File: src/rtl/stick_deadzone_axis_snap_defines.svh
// Assertion macros for the stick deadzone and axis snap block.
// Used by the top level only; no other dependencies.
`ifndef STICK_DEADZONE_AXIS_SNAP_DEFINES_SVH
`define STICK_DEADZONE_AXIS_SNAP_DEFINES_SVH
`ifndef SYNTHESIS
`define SDAS_ASSERT_IMPL(label, clk, rst_n, prop) \
	label: assert property (@(posedge clk) disable iff (!rst_n) prop) \
	else $error("assertion failed");
`define SDAS_ASSERT_ZERO(label, clk, rst_n, prop) \
	label: assert property (@(posedge clk) disable iff (!rst_n) prop) \
	else $error("output not zero in deadzone");
`else
`define SDAS_ASSERT_IMPL(label, clk, rst_n, prop)
`define SDAS_ASSERT_ZERO(label, clk, rst_n, prop)
`endif
`endif

File: src/rtl/sdas_pkg.sv
// Shared types, constants and tables for the stick deadzone and axis snap block.
// No dependencies.
package sdas_pkg;
	localparam int TABLE_LEN = 24;
	localparam int CW = 34;
	localparam int ZW = 19;
	localparam logic [1:0] REG_LEFT = 2'd0;
	localparam logic [1:0] REG_RIGHT = 2'd1;
	localparam logic [1:0] REG_WINDOW = 2'd2;
	localparam logic [1:0] REG_INVERT = 2'd3;
	localparam logic [15:0] HALF_RIGHT = 16'd32768;

	function automatic logic [15:0] atan_units(input int i);
		logic [15:0] r;
		case (i)
			0: r = 16'd32768;
			1: r = 16'd19344;
			2: r = 16'd10221;
			3: r = 16'd5188;
			4: r = 16'd2604;
			5: r = 16'd1303;
			6: r = 16'd652;
			7: r = 16'd326;
			8: r = 16'd163;
			9: r = 16'd81;
			10: r = 16'd41;
			11: r = 16'd20;
			12: r = 16'd10;
			13: r = 16'd5;
			14: r = 16'd3;
			15: r = 16'd1;
			16: r = 16'd1;
			default: r = 16'd0;
		endcase
		return r;
	endfunction

	// Side information that rides alongside the CORDIC through the pipe.
	typedef struct packed {
		logic               side;
		logic               dead;
		logic               zero;
		logic [1:0]         quad;
		logic signed [15:0] x;
		logic signed [15:0] y;
	} side_t;
endpackage

File: src/rtl/sdas_cordic.sv
// Pipelined CORDIC vectoring unit with side band, one micro-rotation per unpadded stage.
// Depends on sdas_pkg.
module sdas_cordic #(
	parameter int STEPS = 16
) (
	input  logic                     clk,
	input  logic                     arst_n,
	input  logic                     en,
	input  logic                     in_valid,
	input  logic [15:0]              a,
	input  logic [15:0]              b,
	input  sdas_pkg::side_t          in_side,
	output logic                     out_valid,
	output logic [15:0]              angle,
	output sdas_pkg::side_t          out_side
);
	localparam int NS = (STEPS > sdas_pkg::TABLE_LEN) ? sdas_pkg::TABLE_LEN : STEPS;
	// At least 16 stages deep so the root unit beside it finishes on the same cycle.
	localparam int D = (NS < 16) ? 16 : NS;

	logic signed [sdas_pkg::CW-1:0] cx_s1 [D];
	logic signed [sdas_pkg::CW-1:0] cy_s1 [D];
	logic signed [sdas_pkg::ZW-1:0] z_s1 [D];
	sdas_pkg::side_t                sd_s1 [D];
	logic [D-1:0]                   v_s1;

	always_ff @(posedge clk or negedge arst_n) begin
		if (!arst_n) begin
			v_s1 <= '0;
		end else if (en) begin
			v_s1 <= {v_s1[D-2:0], in_valid};
		end
	end

	// Stage 0 is the 45 degree rotation, later stages the table steps, then padding stages.
	always_ff @(posedge clk) begin
		if (en) begin
			cx_s1[0] <= (sdas_pkg::CW'(a) + sdas_pkg::CW'(b)) <<< 14;
			cy_s1[0] <= (sdas_pkg::CW'(b) - sdas_pkg::CW'(a)) <<< 14;
			z_s1[0] <= sdas_pkg::ZW'(sdas_pkg::atan_units(0));
			sd_s1[0] <= in_side;
			for (int i = 1; i < D; i++) begin
				if (i >= NS) begin
					cx_s1[i] <= cx_s1[i-1];
					cy_s1[i] <= cy_s1[i-1];
					z_s1[i] <= z_s1[i-1];
				end else if (cy_s1[i-1] > 0) begin
					cx_s1[i] <= cx_s1[i-1] + (cy_s1[i-1] >>> i);
					cy_s1[i] <= cy_s1[i-1] - (cx_s1[i-1] >>> i);
					z_s1[i] <= z_s1[i-1] + sdas_pkg::ZW'(sdas_pkg::atan_units(i));
				end else begin
					cx_s1[i] <= cx_s1[i-1] - (cy_s1[i-1] >>> i);
					cy_s1[i] <= cy_s1[i-1] + (cx_s1[i-1] >>> i);
					z_s1[i] <= z_s1[i-1] - sdas_pkg::ZW'(sdas_pkg::atan_units(i));
				end
				sd_s1[i] <= sd_s1[i-1];
			end
		end
	end

	logic signed [sdas_pkg::ZW-1:0] zf;
	assign zf = z_s1[D-1];
	always_comb begin
		if (out_side.zero || zf < 0) begin
			angle = '0;
		end else if (zf > 65535) begin
			angle = 16'hFFFF;
		end else begin
			angle = zf[15:0];
		end
	end
	assign out_valid = v_s1[D-1];
	assign out_side = sd_s1[D-1];
endmodule

File: config.mk
export PLATFORM = sky130hd
export DESIGN_NAME = sdas_cordic
export DESIGN_NICKNAME = d
export VERILOG_FILES = /design/src/rtl/stick_deadzone_axis_snap_defines.svh /design/src/rtl/sdas_pkg.sv /design/src/rtl/sdas_cordic.sv
export SDC_FILE = /design/constraint.sdc
export NUM_CORES = 2
export LEC_CHECK = 0
export ABC_AREA = 1
export BUFFER_PORTS_ARGS = -buffer_cell sky130_fd_sc_hd__clkbuf_2
export CORE_MARGIN = 8
export CORE_UTILIZATION = 50
export CTS_BUF_LIST = sky130_fd_sc_hd__clkbuf_16
export CTS_CLUSTER_SIZE = 12
export DETAILED_ROUTE_END_ITERATION = 8
export MAX_ROUTING_LAYER = met4
export PLACE_DENSITY = 0.64
export REMOVE_ABC_BUFFERS = 1
export SKIP_CTS_REPAIR_TIMING = 1
export SYNTH_ARGS = -nofsm -noshare
export SYNTH_HDL_FRONTEND = slang
export SYNTH_SLANG_ARGS = --single-unit
File: constraint.sdc
create_clock -name clk -period 6.61 [get_ports clk]
set_input_delay 0.3305 -clock clk [delete_from_list [all_inputs] [get_ports clk]]
set_output_delay 0.3305 -clock clk [all_outputs]
set_load 0.02 [all_outputs]
[Word-level counts from Yosys, hierarchy flattened]
Memory sizes are Yosys's and may differ from the RTL's.
Index checks and enable logic that the tools add are counted.
Operators by class
  reduce and logical (&&, ||, !) cells: 1
  mux-type cells: 199
  add/subtract/negate cells: 92
  $mul: 0
  eq/ne operators: 0
  shift operators: 0
  $lt $le $gt $ge: 17
  bitwise operators: 45
  div/mod/pow operators: 0
Operators with widths (count)
  2-to-1 mux 34 bit: 30
  2-to-1 mux 16 bit: 62
  greater-than comparator 34 x 1 -> 1 bit, second input constant: 15
  adder 19 x 16 -> 19 bit: 15
  2-to-1 mux 19 bit: 15
  subtractor 19 x 16 -> 19 bit: 15
  2-to-1 mux 1 bit: 92
  adder 34 x 19 -> 34 bit: 2
  adder 34 x 20 -> 34 bit: 2
  adder 34 x 21 -> 34 bit: 2
  adder 34 x 22 -> 34 bit: 2
  adder 34 x 23 -> 34 bit: 2
  adder 34 x 24 -> 34 bit: 2
  adder 34 x 25 -> 34 bit: 2
  adder 34 x 26 -> 34 bit: 2
  adder 34 x 27 -> 34 bit: 2
  adder 34 x 28 -> 34 bit: 2
  adder 34 x 29 -> 34 bit: 2
  adder 34 x 30 -> 34 bit: 2
  adder 34 x 31 -> 34 bit: 2
  adder 34 x 32 -> 34 bit: 2
  adder 34 x 33 -> 34 bit: 2
  subtractor 34 x 19 -> 34 bit: 2
  subtractor 34 x 20 -> 34 bit: 2
  19 further kinds: 76
Storage, ports and cells
  output and inout bits: 54
  bits in writable memories: 1984
  register bits after elaboration: 16
  bits in latches: 0
  memory bits (read-only): 0
  word-level logic and storage cells: 359
  input port bits: 73
  memories kept: 4
Memory list
  sd_s1: depth 16, bits a word 37, read ports 16, clocked after Yosys merged registers in 0, wr ports 16, RTL line sdas_cordic.sv:24  | sdas_pkg::side_t sd_s1 [D];
  cx_s1: depth 16, bits a word 34, read ports 15, clocked after Yosys merged registers in 0, wr ports 16, RTL line sdas_cordic.sv:21  | logic signed [sdas_pkg::CW-1:0] cx_s1 [D];
  cy_s1: depth 16, bits a word 34, read ports 15, clocked after Yosys merged registers in 0, wr ports 16, RTL line sdas_cordic.sv:22  | logic signed [sdas_pkg::CW-1:0] cy_s1 [D];
  z_s1: depth 16, bits a word 19, read ports 16, clocked after Yosys merged registers in 0, wr ports 16, RTL line sdas_cordic.sv:23  | logic signed [sdas_pkg::ZW-1:0] z_s1 [D];

[Depth between registers and ports, before layout]
  depth after elaboration: 5
  mapped depth: 32
  depth with buffers taken out: 31

[Least setup slack after synthesis]
No wires, ideal clock.
  kind: reg2reg
  start point: memory cx_s1[0][14] in the netlist's numbering
  end point: memory cx_s1[0][67] in the netlist's numbering, data pin
  path slack: 1.881 ns
  path buffers: 1
  arrival time: 4.456 ns
  cell stages (with the launch flop): 24
  data required time: 6.337 ns
  clock period less this slack: 4.729 ns
  library setup time: 0.273 ns
  cell sequence: edfxtp_1 inv_1 ha_1 nor3b_1 nand2_1 nor2_1 inv_1 nor4_1 nand3_1 ha_1 nor2_1 clkbuf_1 nor2_1 xor2_1 inv_1 ha_1 nand2_1 o21a_1 o21ai_0 a21oi_1 o21bai_1 a31oi_1 o21ai_0 a21boi_0
RTL lines (RTL line)
  start, declared: sdas_cordic.sv:21

==> results.yml <==
route:
  wl_mm: 333
  drc: 0
  wl_per_cell_microns: 19.2
  drt_iter0_drc: 8042
  num_vias: 95019
  first_pass_iters: 7
  ant_nets: 0
  viasPerCell: 5.48
floorplan:
  ioPinCount: 127
  dieArea_sq_um: 259000
  die_x_microns: 509
  initial_utilization_pct: 50.1
  core_sq_um: 242000
  chipHeight_microns: 509
  row_count: 181
synthesis:
  synthArstFlopShare_pct: 0.930
  yosys.area.top_type_share_pct: 42.2
  synth_xor_area_share_pct: 11.2
  synth_area_leader_cell: "edfxtp_1"
  synth_flop_cell: "edfxtp_1"
  syn-cell-area_sq_um: 121000
  synth_adder_area_share_pct: 11.7
  synth.most_common_cell: "nand2_1"
  synth_cell_types: 68
  synthMuxAreaShare_pct: 0
  synth-simple-area-share_pct: 16.5
  yosys-top-cells-count: "2426 x nand2_1, 1704 x edfxtp_1, 1700 x inv_1"
  synth_top_family_by_area: "simple AND/OR/NAND/NOR gates"
  yosys_warnings: 0
  syn_inst: 13705
  avgSynthCellArea_sq_um: 8.86
  synth_edf_count: 1704
  ys_seq_area_share_pct: 42.5
  synth_area_leaders: "edfxtp_1 42%, ha_1 11%, xor2_1 8.0%"
  synth_compound_area_share_pct: 12.2
  synth_seq_cells: 1720
final_layout:
  nets: 15169
  drive_above_1_share_pct: 4.09
  seqCellArea_sq_um: 51600
  area.growth.synth_to_final_pct: 9.12
  multi_input_comb_area_sq_um: 62600
  fin_cells: 17328
  fill_cells: 22502
critical_path:
  path_class: "flip-flop to flip-flop"
  endpoint_kind: "flip-flop"
  cp_max_fo: 17
  r2r_slack_ns: 0.23
  crit_arrival_ns: 7.03
  cp-start-kind: "flip-flop"
  rr_startpoint: "cy_s1[0][176]"
  path_buf_inv: 2
  slowest_delay_ns: 1.15
  critPathTopFamily: "simple AND/OR/NAND/NOR gates"
  required_ns: 7.26
  path_cells: "inv_1 > ha_1 > nand3_1 > nor2_2 > nand2_1 > nor2_2 > nand3_2 > nor2_2 > nand2_2 > nor2_4 > nand2_2 > a21oi_4 > nor2_1 > xnor2_1 > inv_1 > ha_1 > nand2_1 > nor2_1 > nand2_1 > nor4b_1 > a21oi_1 > o21ai_0 > a21oi_1 > xnor2_1"
  crit_slowest_cell: "nor4b_1"
  crit_start: "cy_s1[0][176]"
clock_tree:
  htreeDepth: 4
  cts_buffers: 192
  cts_root_buf: "clkbuf_16"
  clk_pin_slew_ns: 0.06
  cts_num_sinks: 1720
  clk_latency_ns: 0.90
  ctsLongestPathBuffers: 3
  cts_tree: "built"
placement:
  pre_cts_slack_ns: 0.534
  dp.cells: 16944
  dpl.hpwl_mm: 269
  portBuffers: 126
  gp_congestion: 0.984
timing:
  finClkSkew_ns: 0.0914
  rsz0062_at_grt: "no"
  worst_slack_ns: 0.228
  hold_violations: 0
  final.period_utilization_pct: 96.6
  worst_pin_slew_ns: 1.40
  fin_tns_setup_ns: 0
  setup_viol: 0
  period_minus_slack_ns: 6.38
  slew_violations: 0
  relSlewSlack_pct: 5.56
  fmax_ghz: 0.157
global_routing:
  antenna_found_initial: 5
  overflow: 0
  first_global_vias: 91050
  track_usage_pct: 25.8
  grt_first_pass_wirelength_mm: 516
  grt_max_degree: 212
hold_path:
  min-delay-start: "b[5]"
  hold_class: "primary input to flip-flop"
status:
  status: "finished, final reports clean"
flow_run:
  drv_cap: 0
==> cells by family (layout without fill, tap and decap cells) <==
family	after synthesis	count (layout)
simple gates	4818	4818
compound gates	2649	2649
buf+inv	1858	2275
flops	1720	1720
xor+xnor	1549	1549
fa+ha+maj	1111	1111
other cells	0	4
==> metal layers <==
metal  track usage [%]  share of wire [%]
met2              42.0                 46
met1              33.9                 45
met3              3.16                5.6
met5                 -                  0
met4              7.95                3.5
==> worst paths after layout <==
| kind | depth (start not counted) | to |
|---|---|---|
| worst min-delay path | 4 | cx_s1[0][20] |
| max in group asynchronous | 3 | v_s1[10] |
| worst max register to register | 24 | cy_s1[0][229] |
| worst min register to register | 0 | sd_s1[1][152] |
| min in group asynchronous | 3 | v_s1[15] |
| worst max-delay path | 24 | cy_s1[0][229] |
==> layout by cell type (no fill, tap or decap), types with 83 or more instances in the layout <==
cell type     n
a21o_1       83
nor4_1      102
nand4_1     129
nor2_1     1360
a21oi_1    1292
nand2_1    2426
nand3_1     452
clkbuf_16   194
xnor2_1     435
a31oi_1     164
edfxtp_1   1704
nor3_1      201
ha_1       1076
clkbuf_2    125
xor2_1     1111
o21ai_0     676
inv_1      1742
==> metrics by stage <==
stage / utilization [%] / area, sq um / hold WS (ns)
global placement: 51.9 / 126000 / 0.273
detailed placement: 51.9 / 126000 / 0.283
global route: 54.7 / 132000 / 0.00172
CTS: 54.5 / 132000 / -0.695
floorplan: - / 121000 / 0.0349
finish: 54.7 / 132000 / 0.0155
==> worst register-to-register path, delay by kind of cell, from the launching register on <==
kind / cells / cell delay [ns]
buf+inv: 2 / 0.18
flops: 1 / 0.43
compound gates: 4 / 1.41
fa+ha+maj: 2 / 0.59
xor+xnor: 2 / 0.51
simple gates: 14 / 3.05
==> flip-flops by register name (all words and copies together) (netlist names) <==
signal,flops
cy_s1,455
z_s1,251
cx_s1,406
v_s1,16
sd_s1,592
==> layout make-up <==
class                      count  share of cell area, %
sequential                  1720                   38.9
clock inverter               137                   1.03
timing repair buffer         228                   1.20
multi-input combinational  10127                   47.3
antenna                        4                0.00756
clock buffer                 194                   3.67
tap                         3202                   3.02
inverter                    1716                   4.86
Power is left out: the tool's default activity adds up to more than one toggle a clock period on the data nets, which glitch-free logic cannot reach.
